<file path="src/rtl/core/hopr_pkg.sv">
// ---------------------------------------------------------------------------
// hopr_pkg
// Widths, codes, pixel levels and types of the histogram overlay renderer.
// ---------------------------------------------------------------------------
package hopr_pkg;

    // Field widths
    localparam int CNT_W = 32;
    localparam int BIN_W = 8;
    localparam int ROW_W = 7;
    localparam int PIX_W = 8;

    // Default geometry
    localparam int BIN_COUNT_DEF = 256;
    localparam int ROW_COUNT_DEF = 128;

    // Pixel levels
    localparam logic [PIX_W-1:0] PIX_NONE = 8'h00;
    localparam logic [PIX_W-1:0] PIX_BAR  = 8'h50;
    localparam logic [PIX_W-1:0] PIX_DIM  = 8'h80;
    localparam logic [PIX_W-1:0] PIX_TOP  = 8'hFF;

    // Command codes
    typedef enum logic [1:0] {
        ACT_CLEAR = 2'd0,
        ACT_WRITE = 2'd1,
        ACT_READ  = 2'd2,
        ACT_NONE  = 2'd3
    } t_action;

    // Sequencer states
    typedef enum logic [2:0] {
        ST_IDLE,
        ST_READ,
        ST_LOAD,
        ST_DIV,
        ST_FIN
    } t_state;

    // Per-channel bar position relative to the current row
    typedef struct packed {
        logic pos;   // bar has non-zero height
        logic gt;    // row lies below the bar top
        logic eq;    // row is the bar top
    } t_bar;

endpackage

</file>
<file path="src/rtl/core/hopr_div.sv">
// ---------------------------------------------------------------------------
// hopr_div
// Restoring divider, one quotient bit a cycle. Only the low QW quotient bits
// are formed; a quotient of 2**QW or more is flagged as saturated.
// ---------------------------------------------------------------------------
module hopr_div
    import hopr_pkg::*;
#(
    parameter int DW = CNT_W,
    parameter int QW = 7
) (
    input  logic             i_clk,
    input  logic             i_rst_n,
    input  logic             i_start,
    input  logic [DW+QW-1:0] i_dividend,
    input  logic [DW-1:0]    i_divisor,
    output logic [QW-1:0]    o_quot,
    output logic             o_sat,
    output logic             o_done
);

    localparam int XW = DW + QW;
    localparam int KW = $clog2(QW + 1);

    logic          r_run;
    logic [KW-1:0] r_cnt;
    logic [XW-1:0] r_rem;
    logic [XW-1:0] r_div;
    logic [QW-1:0] r_quot;
    logic          r_sat;
    logic          w_fit;

    assign w_fit = (r_rem >= r_div);

    // Step control
    always_ff @(posedge i_clk) begin
        if (!i_rst_n) begin
            r_run <= 1'b0;
            r_cnt <= '0;
        end else if (i_start) begin
            r_run <= 1'b1;
            r_cnt <= KW'(QW);
        end else if (r_run) begin
            r_cnt <= r_cnt - KW'(1);
            if (r_cnt == KW'(1)) begin
                r_run <= 1'b0;
            end
        end
    end

    // Datapath: saturation check on load, then shift-subtract
    always_ff @(posedge i_clk) begin
        if (i_start) begin
            r_sat  <= (i_dividend >= (XW'(i_divisor) << QW));
            r_rem  <= i_dividend;
            r_div  <= XW'(i_divisor) << (QW - 1);
            r_quot <= '0;
        end else if (r_run) begin
            if (w_fit) begin
                r_rem <= r_rem - r_div;
            end
            r_div  <= r_div >> 1;
            r_quot <= (r_quot << 1) | QW'(w_fit);
        end
    end

    assign o_quot = r_quot;
    assign o_sat  = r_sat;
    assign o_done = r_run && (r_cnt == KW'(1));

endmodule

</file>
<file path="config.mk">
export PLATFORM = sky130hd
export DESIGN_NAME = hopr_div
export DESIGN_NICKNAME = d
export VERILOG_FILES = /design/src/rtl/core/hopr_pkg.sv /design/src/rtl/core/hopr_div.sv
export SDC_FILE = /design/constraint.sdc
export NUM_CORES = 1
export LEC_CHECK = 0
export BUFFER_PORTS_ARGS = -buffer_cell sky130_fd_sc_hd__buf_2
export CORE_MARGIN = 5
export CORE_UTILIZATION = 40
export CTS_CLUSTER_DIAMETER = 100
export DETAILED_ROUTE_END_ITERATION = 8
export GPL_ROUTABILITY_DRIVEN = 0
export PLACE_DENSITY = 0.64
export SYNTH_ARGS = -nofsm -noshare
export SYNTH_HDL_FRONTEND = slang
export SYNTH_SLANG_ARGS = --single-unit
</file>
<file path="constraint.sdc">
create_clock -name i_clk -period 7.2 [get_ports i_clk]
set_input_delay 0 -clock i_clk [delete_from_list [all_inputs] [get_ports i_clk]]
set_output_delay 0 -clock i_clk [all_outputs]
set_load 0.03 [all_outputs]
</file>
# Word-level counts from Yosys, hierarchy flattened
# Cells that the tools add are included.
# W data, S select, Z words.
dict set report totals {
  out_inout_bits 9
  input_bits 74
  wordCells 27
  register_bits 89
}
dict set report classes {
  muxes 10
  order_cmp 2
  bitwise 1
  addsub 2
  reduce_logical 4
  n_eq_ne 1
}
# operator count
set op_table {}
lappend op_table {{$mux W39} 3}
lappend op_table {{$mux W38} 2}
lappend op_table {{$ge A39 B38 Y1} 1}
lappend op_table {{$ge A39 B39 Y1} 1}
lappend op_table {{$sub A39 B38 Y39} 1}
lappend op_table {{$or A7 B1 Y7} 1}
lappend op_table {{$mux W3} 2}
lappend op_table {{$reduce_bool A2 Y1} 2}
lappend op_table {{$eq A3 B1 Y1 const B} 1}
lappend op_table {{$mux W1} 3}
lappend op_table {{$sub A3 B1 Y3 const B} 1}
lappend op_table {{$reduce_and A2 Y1} 1}
lappend op_table {{$logic_and A1 B1 Y1} 1}

# Longest topological paths before layout
# Gate-level depths: netlist of the first run.
dict set report logic_depth {
  depth_word 4
  depth_mapped 12
  ltp_nobuf 12
}

# Least setup slack after synthesis of the first run
# OpenSTA, ideal clock, no wires.
dict set report synth_timing {
  path_type {register -> register}
  start {register r_rem[7]}
  end {register r_rem[0], enable pin}
  path_stages_with_launch 10
  setup_ns 0.489
  t_arrival_ns 4.513
  path_buffers 0
  path_slack_ns 2.198
  period_less_slack_ns 5.002
  t_required_ns 6.711
  path_cell_list {edfxtp_1 -> ha_1 -> nand2_2 -> nor3_1 -> o21ai_1 -> a21oi_2 -> o21ai_0 -> o21ai_1 -> a21oi_1 -> o21ai_0}
}
dict set report synth_between {
  elab_chain_cells 3
}
# element line_no
set synth_rtl {}
lappend synth_rtl {{start, declared} hopr_div.sv:27} ;# logic [XW-1:0] r_rem;
lappend synth_rtl {{start signal, assigned} hopr_div.sv:55} ;# r_rem <= i_dividend;
lappend synth_rtl {{start signal, assigned} hopr_div.sv:60} ;# r_rem <= r_rem - r_div;
lappend synth_rtl {{$ge A39 B38 Y1} hopr_div.sv:33} ;# assign w_fit = (r_rem >= r_div);
lappend synth_rtl {{$reduce_bool A2 Y1 (no source line)} --}
lappend synth_rtl {{$reduce_and A2 Y1 (no source line)} --}
# Every way passes these cells.
# A chain may end at the register's enable or synchronous reset.

# Worst setup path after layout of the first run
dict set report layout_timing {
  start {register r_rem[7]}
  end {register r_rem[2], enable pin}
}
# Same word-level chain as after synthesis.

==> results of run 1 <==
## layer usage
metal	vias up	GRT usage [%]
met4	0	5.00
met5	-	0
li1	2995	-
met2	126	29.1
met1	2738	24.3
met3	20	3.15
## cell usage after synthesis (3+ instances only)
| cell | n |
|---|---|
| a211oi_1 | 11 |
| a21boi_0 | 5 |
| a21o_1 | 16 |
| a21o_2 | 3 |
| a21oi_1 | 45 |
| a21oi_2 | 5 |
| a31oi_1 | 5 |
| and2_1 | 4 |
| buf_2 | 6 |
| clkbuf_1 | 21 |
| clkbuf_8 | 3 |
| dfxtp_1 | 17 |
| edfxtp_1 | 72 |
| ha_1 | 72 |
| inv_1 | 85 |
| mux2_2 | 4 |
| mux2i_1 | 12 |
| nand2_1 | 98 |
| nand2b_1 | 4 |
| nand3_1 | 14 |
| nand4_1 | 13 |
| nor2_1 | 39 |
| nor2b_1 | 7 |
| nor3_1 | 7 |
| o2111ai_1 | 3 |
| o211ai_1 | 7 |
| o21a_1 | 11 |
| o21ai_0 | 60 |
| o21ai_1 | 9 |
| o31ai_1 | 31 |
| xnor2_1 | 22 |
| xor2_1 | 14 |
## worst paths after layout
kind / slack [ns] / endpoint / cells after the start
setup / recovery: 3.80 / r_rem[2]$_DFFE_PP_ / 10
hold / removal: 0.001 / r_rem[6]$_DFFE_PP_ / 3
setup reg to reg: 3.80 / r_rem[2]$_DFFE_PP_ / 10
hold reg to reg: 0.50 / o_quot[6]$_SDFFE_PP0P_ / 2
## power by group
part           internal, uW  total [uW]  switching, uW
logic                   482        1170            689
registers               692         729           37.2
clock network           264         467            203
## area by class of cell
cell class                      count  area, sq um
Clock buffer                       12          268
Clock inverter                      4         25.0
Timing Repair Buffer              145         1030
Tap cell                          220          275
Fill cell                        1608         8450
Sequential cell                    89         2500
Multi-Input combinational cell    556         3830
Inverter                           85          319
## sequential cells by signal, summed over array words and instances, names as in the netlist
| name | cells |
|---|---|
| o_quot | 7 |
| o_sat | 1 |
| r_cnt | 3 |
| r_div | 38 |
| r_rem | 39 |
| r_run | 1 |
## worst min-delay path, stage by stage
cell	delay (ns)
buf_2	0.09
nand2_1	0.06
o21ai_0	0.09
## metrics by stage
stage | setup WS [ns] | instances | hold WS (ns) | instance area (sq um) | util, %
global route | 3.51 | 1111 | 0.00114 | 8260 | 49.4
floorplan | 2.20 | 764 | 0.112 | 6850 | -
CTS | 3.77 | 1111 | 0.00159 | 8260 | 49.4
finish | 3.80 | 1111 | 0.00143 | 8260 | 49.4
global placement | 3.93 | 1036 | 0.256 | 7370 | 44.1
detailed placement | 3.78 | 1036 | 0.259 | 7370 | 44.1
## logic make-up (layout without fill, tap and decap cells)
family | Yosys count | in the layout | synth area share (%)
AO/OA/AOI/OAI | 228 | 228 | 21.8
AND/OR/NAND/NOR | 203 | 203 | 13.5
buffers and inverters | 119 | 246 | 7.64
flip-flops | 89 | 89 | 36.5
adder cells (fa/ha/maj) | 73 | 73 | 13.5
XOR/XNOR | 36 | 36 | 4.61
multiplexers | 16 | 16 | 2.41
==> qor.txt, run 1 <==
Status: completed
Final WL: 17600 um
Crit path cell chain: ha_1, nand2_2, o21ai_0, nand3_1, a21oi_2, o21ai_0, o21ai_1, a21oi_1, o21ai_4, buf_4
Via-per-instance ratio: 5.29
Final-report hold violation count: 0
Commonest register cell after synthesis: edfxtp_1
Synth top area share: 31.6%
Num CTS Buffers: 9
Yosys top cell by area: edfxtp_1
Top post-synthesis cells by area: edfxtp_1, ha_1, nand2_1
First-pass GRT wire length: 28500 um
DR WL met2: 8120 um
Cts repair resizes: 0
Critical path capture point type: register
Worst setup SP type: register
Postcts setup bufs: 0
Antenna viol nets, final: 0
Clock sinks: 89
Met1 wire length: 8360 um
Synth unique cells: 65
Crit-path max cell delay: 0.54 ns
Clock tree buffer depth: 2
Top Layer Used: met4
Most frequent cells in the layout: nand2_1, inv_1, buf_2
Antenna violations before repair: 0
Post-Syn Area: 0.00685 sq mm
Peak supply drop: 0.138 mV
Starting density of the core: 41.0%
Share of cells above drive strength 1: 14.3%
Share of flip-flops with an asynchronous set or reset: 0%
Syn avg cell area: 8.96 sq um
Die area: 0.0198 sq mm
DP Wirelength: 13000 um
Final cycle utilization of the critical path: 47.3%
Total gr overflow: 0
# hold bufs at CTS: 59
Drt initial violations: 325
H-tree level count: 3
Root Buffer: clkbuf_16
Fmax: 294 MHz
Cell count after synthesis: 764
Critical path's top delay family: compound AO/OA/AOI/OAI gates
Core area: 0.0167 sq mm
Final Power: 2370 uW
Total global-route track usage: 17.8%
Post-synth EDFFs: 72
# rows: 47
Worst EP required: 7.22 ns
Max-slew headroom: 34.0%
Area Overhead vs Synth: 20.6%
Buf/Inv on CP: 1
Commonest non-fill, non-tap cell in the layout: nand2_1
Die Span Y: 141 um
Die X: 141 um
Pleak: 0.00358 uW
Post-synthesis sequential area ratio: 36.5%
Vias post-DR: 5879
Critical path arrival: 3.42 ns
R2r startpoint: r_rem[7]$_DFFE_PP_
HP Start: i_dividend[6]
Critical setup path kind: register to register
Syn_nets: 911
DRC: 0
I/O pins: 83
Crit path from: r_rem[7]$_DFFE_PP_
Max FO, Critical Path: 21
Final clock skew: 0.00884 ns
Yosys Warn Count: 0
IO buf count: 82
Vias in the first global route: 5759
Max-capacitance violation count: 0
Class of the worst hold path: primary input to register
Slew Limit Fails: 0
Minimum clock period: 3.40 ns
# setup viols final: 0
Flops & latches, synth: 89
Routed length per instance: 15.8 um
Worst slew pin tran: 0.988 ns
First-pass DRT Iterations: 5
Unrepaired setup endpoints after global routing: no
Inserted Diodes: 0
Largest net degree at the start of global routing: 75
Cell at the slowest stage of the critical path: o21ai_4
Setup TNS: 0 ns
CTS tree: yes
Clock Latency Late Sink: 0.35 ns
Power density cells: 287 mW/mm^2
Met3 routed wirelength: 772 um
Worst-path clk slew: 0.06 ns
Crit path top cell by count: o21ai_0
Fin nets: 1033
(Power assumes the default switching activity.)
==> run 2, diff against run 1 <==
Clock period 7.2 ns to 3.55 ns, I/O delays scaled along.
==> qor.txt, run 2 (synthesis results as in run 1) <==
Internal power: 2950 uW (+100%)
CTS tree: yes
Worst r2r dst: r_rem[38]$_DFFE_PP_
Crit-path max cell delay: 0.47 ns (-0.07 ns)
Vias post-DR: 5899 (+0.34%)
Finished Cell Area: 0.00832 sq mm (+0.82%)
First-pass DRT Iterations: 5 (unchanged)
Largest net degree at the start of global routing: 98 (+31%)
Minimum clock period: 3.06 ns (-0.340 ns)
Worst Hold Depth: 3 (unchanged)
Drt initial violations: 288 (-11%)
Placed cell areas: 0.00739 sq mm (+0.31%)
Fmax: 326 MHz (+11%)
Final cycle utilization of the critical path: 86.3% (+39 points)
Die Span Y: 141 um (unchanged)
Total gr overflow: 0 (unchanged)
I/O pins: 83 (unchanged)
HP Start: i_dividend[14]
H-tree level count: 3 (unchanged)
Vias in the first global route: 5890 (+2.3%)
DRC: 0 (unchanged)
Worst setup SP type: register
Via-per-instance ratio: 5.28 (-0.20%)
Max FO, Critical Path: 6 (-71%)
Peak supply drop: 0.291 mV (+110%)
Unrepaired setup endpoints after global routing: no
Logic pwr share: 49.1% (-0.4 points)
Clock sinks: 89 (unchanged)
Worst slew pin tran: 0.948 ns (-0.0406 ns)
Place WS: 0.468 ns (-3.32 ns)
Antenna viol nets, final: 0 (unchanged)
Share of cells above drive strength 1: 14.6% (+0.35 points)
Final-report hold violation count: 1 (+1)
Starting density of the core: 41.0% (unchanged)
R2r startpoint: r_rem[0]$_DFFE_PP_
Inserted Diodes: 0 (unchanged)
Post-layout util: 49.8% (+0.40 points)
Routed length per instance: 16.0 um (+0.73%)
Power density cells: 584 mW/mm^2 (+100%)
Worst-path clk slew: 0.07 ns (about the same)
Fin nets: 1039 (+0.58%)
Register bank with the most flops: r_rem
Max-slew headroom: 36.8% (+2.8 points)
Clock Latency Late Sink: 0.35 ns (about the same)
Setup TNS: 0 ns (unchanged)
Status: complete, but fails checks
# setup viols final: 0 (unchanged)
Slew Limit Fails: 0 (unchanged)
Area Overhead vs Synth: 21.6%
Pleak: 0.00361 uW (+0.90%)
Postcts setup bufs: 0 (unchanged)
Total global-route track usage: 18.2% (+0.38 points)
IO buf count: 82 (unchanged)
Critical setup path kind: register to register
Clock tree buffer depth: 2 (unchanged)
Crit path cell chain: inv_1, ha_1, inv_1, fa_1, a21oi_1, o211ai_2, a221oi_4, a2111oi_2, o311ai_1, nand2_1, xnor2_1, mux2_2
Final WS setup: 0.486 ns (-3.31 ns)
Critical path arrival: 3.17 ns (-0.25 ns)
Core area: 0.0167 sq mm (unchanged)
Final WL: 17800 um (+1.3%)
Worst min-delay path endpoint: r_rem[14]$_DFFE_PP_
Critical path capture point type: register
Die area: 0.0198 sq mm (unchanged)
Switching Share: 39.4% (+0.11 points)
Commonest non-fill, non-tap cell in the layout: nand2_1
Final Power: 4860 uW (+110%)
Worst EP required: 3.66 ns (-3.56 ns)
Largest register FFs: 39 (unchanged)
R2R Setup Slk: 0.49 ns (-3.31 ns)
Reg power frac: 30.3% (-0.5 points)
Antenna violations before repair: 0 (unchanged)
Max-capacitance violation count: 0 (unchanged)
Clock share of power: 20.5% (+0.8 points)
# rows: 47 (unchanged)
Num CTS Buffers: 9 (unchanged)
DP Wirelength: 13200 um (+1.1%)
First-pass GRT wire length: 29000 um (+1.7%)
Fin Hold WS: -0.00248 ns (-0.00391 ns)
Root Buffer: clkbuf_16
Most frequent cells in the layout: nand2_1, inv_1, buf_2
Class of the worst hold path: primary input to register
Crit path top cell by count: inv_1
Length in cells of the worst reg-to-reg path: 12 (+2)
Psw: 1910 uW (+110%)
Die X: 141 um (unchanged)
Failing checks: hold timing
Final clock skew: 0.00699 ns (-0.00186 ns)
Cell at the slowest stage of the critical path: a221oi_4
## run 2: metal layers
layer	wire, um	up-vias	track usage (%)	share of wire [%]
met3	752	22	2.81	4.2
met1	8460	2755	24.2	47
li1	-	3005	-	-
met2	8250	117	30.5	46
met5	0	-	0	0
met4	363	0	5.56	2.0
## run 2: critical path: cells and delay by family (launching register included)
kind                     cells  cell delay, ns
multiplexers                 1            0.26
AO/OA/AOI/OAI                5            1.32
XOR/XNOR                     1            0.13
adder cells (fa/ha/maj)      2            0.55
AND/OR/NAND/NOR              1            0.10
flip-flops                   1            0.36
buffers and inverters        2            0.11
## run 2: layout make-up
| type | instances | area (sq um) |
|---|---|---|
| fill | 1590 | 8380 |
| multi-input combinational | 556 | 3830 |
| sequential | 89 | 2500 |
| timing repair buffer | 151 | 1090 |
| inverter | 85 | 319 |
| tap | 220 | 275 |
| clock buffer | 9 | 225 |
| clock inverter | 7 | 82.6 |
## run 2: what timing repair did
item	4_1_cts	5_1_grt
endpoints found under the hold margin	65	0
hold buffers	62	0
resized for setup	0	0
## run 2: worst max-delay path by stage
| stage | from | endpoint | slack, ns | cells past startpoint |
|---|---|---|---|---|
| 2_1_floorplan | r_rem[7]$_DFFE_PP_ | r_rem[0]$_DFFE_PP_ | 0.34 | 9 |
| 3_3_place_gp | r_rem[0]$_DFFE_PP_ | r_rem[38]$_DFFE_PP_ | 0.52 | 12 |
| 3_5_place_dp | r_rem[0]$_DFFE_PP_ | r_rem[38]$_DFFE_PP_ | 0.47 | 12 |
| 4_1_cts | r_rem[0]$_DFFE_PP_ | r_rem[38]$_DFFE_PP_ | 0.47 | 12 |
| 5_1_grt | r_rem[0]$_DFFE_PP_ | r_rem[30]$_DFFE_PP_ | 0.32 | 12 |
| 6_report | r_rem[0]$_DFFE_PP_ | r_rem[38]$_DFFE_PP_ | 0.49 | 12 |
## run 2: power by group through the flow
stage	sequential, uW	clock [uW]	combinational (uW)
floorplan	1480	0	1850
global placement	1480	0	2290
detailed placement	1500	0	2300
CTS	1470	1030	2370
global route	1490	1070	2670
finish	1470	998	2390
## run 2: metrics by stage
step	hold WS [ns]	cells
2_1_floorplan	0.112	764
3_3_place_gp	0.256	1039
3_5_place_dp	0.263	1039
4_1_cts	0.000944	1117
5_1_grt	0.00730	1117
6_report	-0.00248	1117
==> run 3, diff against run 2 <==
==> constraint.sdc (replaced) <==
create_clock -name i_clk -period 3.55 [get_ports i_clk]
set_input_delay 0.1775 -clock i_clk [delete_from_list [all_inputs] [get_ports i_clk]]
set_output_delay 0.1775 -clock i_clk [all_outputs]
set_load 0.03 [all_outputs]
==> qor.txt, run 3 (synthesis results as in run 1) <==
Internal power: 2840 uW (-3.7%)
Fmax: 318 MHz (-2.7%)
I/O pins: 83 (unchanged)
Clock Latency Late Sink: 0.36 ns (about the same)
Via-per-instance ratio: 5.43 (+2.8%)
Max-slew headroom: 53.7% (+17 points)
Die area: 0.0198 sq mm (unchanged)
# hold bufs at CTS: 0 (-100%)
Status: completed
Vias in the first global route: 5541 (-5.9%)
Worst slew pin tran: 0.694 ns (-0.253 ns)
Routed length per instance: 16.1 um (+1.0%)
Cts repair resizes: 0 (unchanged)
Largest net degree at the start of global routing: 54 (-45%)
Psw: 1920 uW (+0.31%)
Crit path cell chain: inv_1, ha_1, inv_1, fa_1, a21oi_1, o211ai_2, a221oi_4, a2111oi_2, o311ai_1, nand2_1, xnor2_1, mux2_2
Register bank with the most flops: r_rem
Fin Hold WS: 0.0729 ns (+0.0754 ns)
Starting density of the core: 41.0% (unchanged)
Clock share of power: 20.2% (-0.3 points)
Area Overhead vs Synth: 12.6%
Dpl cells: 1041 (+0.19%)
Peak supply drop: 0.276 mV (-5.2%)
Die Span Y: 141 um (unchanged)
Class of the worst hold path: primary input to register
H-tree level count: 3 (unchanged)
Largest register FFs: 39 (unchanged)
Critical path arrival: 3.25 ns (+0.08 ns)
Critical path capture point type: register
Max FO, Critical Path: 6 (unchanged)
Fin nets: 979 (-5.8%)
Reg power frac: 31.0% (+0.7 points)
Non-filler cells in the finished layout: 1057 (-5.4%)
Postcts setup bufs: 0 (unchanged)
Power density cells: 617 mW/mm^2 (+5.7%)
DRC: 0 (unchanged)
DP Wirelength: 13400 um (+1.4%)
Critical path's top delay family: compound AO/OA/AOI/OAI gates
Root Buffer: clkbuf_16
Total global-route track usage: 17.3% (-0.83 points)
Worst EP required: 3.66 ns (about the same)
Crit-path max cell delay: 0.50 ns (+0.03 ns)
Die X: 141 um (unchanged)
Clock sinks: 89 (unchanged)
# setup viols final: 0 (unchanged)
First-pass DRT Iterations: 4 (-1)
Logic pwr share: 48.8% (-0.3 points)
IO buf count: 82 (unchanged)
Inserted Diodes: 0 (unchanged)
CTS tree: yes
Fill cells: 1669 (+5.0%)
Slew Limit Fails: 0 (unchanged)
Final clock skew: 0.0151 ns (+0.00815 ns)
Vias post-DR: 5738 (-2.7%)
Final-report hold violation count: 0 (-1)
Drt initial violations: 280 (-2.8%)
Pleak: 0.00335 uW (-7.1%)
Commonest non-fill, non-tap cell in the layout: nand2_1
Worst setup SP type: register
Max-capacitance violation count: 0 (unchanged)
Setup TNS: 0 ns (unchanged)
Antenna violations before repair: 0 (unchanged)
Worst-path clk slew: 0.07 ns (about the same)
Cell at the slowest stage of the critical path: a221oi_4
Final WL: 17000 um (-4.4%)
First-pass GRT wire length: 27700 um (-4.6%)
Crit path top cell by count: inv_1
Final cycle utilization of the critical path: 88.7% (+2.4 points)
Share of cells above drive strength 1: 15.9% (+1.3 points)
Most frequent cells in the layout: nand2_1, inv_1, buf_2
Buf/Inv on CP: 2 (unchanged)
# rows: 47 (unchanged)
Num CTS Buffers: 9 (unchanged)
Total gr overflow: 0 (unchanged)
Final Power: 4760 uW (-2.1%)
Antenna viol nets, final: 0 (unchanged)
Switching Share: 40.3% (+0.97 points)
Post-layout util: 46.1% (-3.7 points)
Core area: 0.0167 sq mm (unchanged)
Critical setup path kind: register to register
Minimum clock period: 3.15 ns (+0.0839 ns)
Unrepaired setup endpoints after global routing: no
Clock tree buffer depth: 2 (unchanged)
run 3: changes by cell type in the layout (fill, tap and decap cells not counted), sizes merged:
cell and change:
bufinv -1, clkinv +1, buf +2, dlygate4sd3 -62
run 3: worst paths after layout:
path | start | endpoint | slack, ns | cells past startpoint
setup / recovery | r_rem[0]$_DFFE_PP_ | r_rem[38]$_DFFE_PP_ | 0.40 | 12
hold / removal | i_rst_n | r_run$_SDFF_PN0_ | 0.07 | 2
setup reg to reg | r_rem[0]$_DFFE_PP_ | r_rem[38]$_DFFE_PP_ | 0.40 | 12
hold reg to reg | o_quot[6]$_SDFFE_PP0P_ | o_quot[6]$_SDFFE_PP0P_ | 0.50 | 2
run 3: worst register-to-register path, delay by kind of cell (launching register included):
kind	cells	cell delay [ns]
adder cells (fa/ha/maj)	2	0.55
buffers and inverters	2	0.11
AO/OA/AOI/OAI	5	1.38
AND/OR/NAND/NOR	1	0.10
XOR/XNOR	1	0.13
multiplexers	1	0.25
flip-flops	1	0.37
run 3: power groups by stage:
stage | logic (uW) | clock network [uW] | registers [uW]
2_1_floorplan | 1850 | 0 | 1480
3_3_place_gp | 2290 | 0 | 1480
3_5_place_dp | 2300 | 0 | 1500
4_1_cts | 2320 | 987 | 1470
5_1_grt | 2610 | 1020 | 1490
6_report | 2320 | 961 | 1470
run 3: per-layer routing:
metal	vias up	track usage, %	wire length (um)
li1	2880	-	-
met1	2701	24.0	8310
met2	134	27.3	7540
met3	23	2.47	721
met4	0	7.04	470
met5	-	0	0
run 3: stage by stage:
stage                     area [sq um]  worst slack (ns)
after global routing              7710             0.232
after CTS                         7710             0.409
after floorplan                   6850             0.337
after detailed placement          7410             0.430
after global placement            7410             0.520
final                             7710             0.402
run 3: area by class of cell:
class	instances	area (sq um)	share of cell area, %
clock buffer	9	225	2.92
clock inverter	7	71.3	0.925
inverter	85	319	4.14
multi-input combinational	556	3830	49.7
sequential	89	2500	32.5
tap	220	275	3.57
timing repair buffer	91	480	6.23
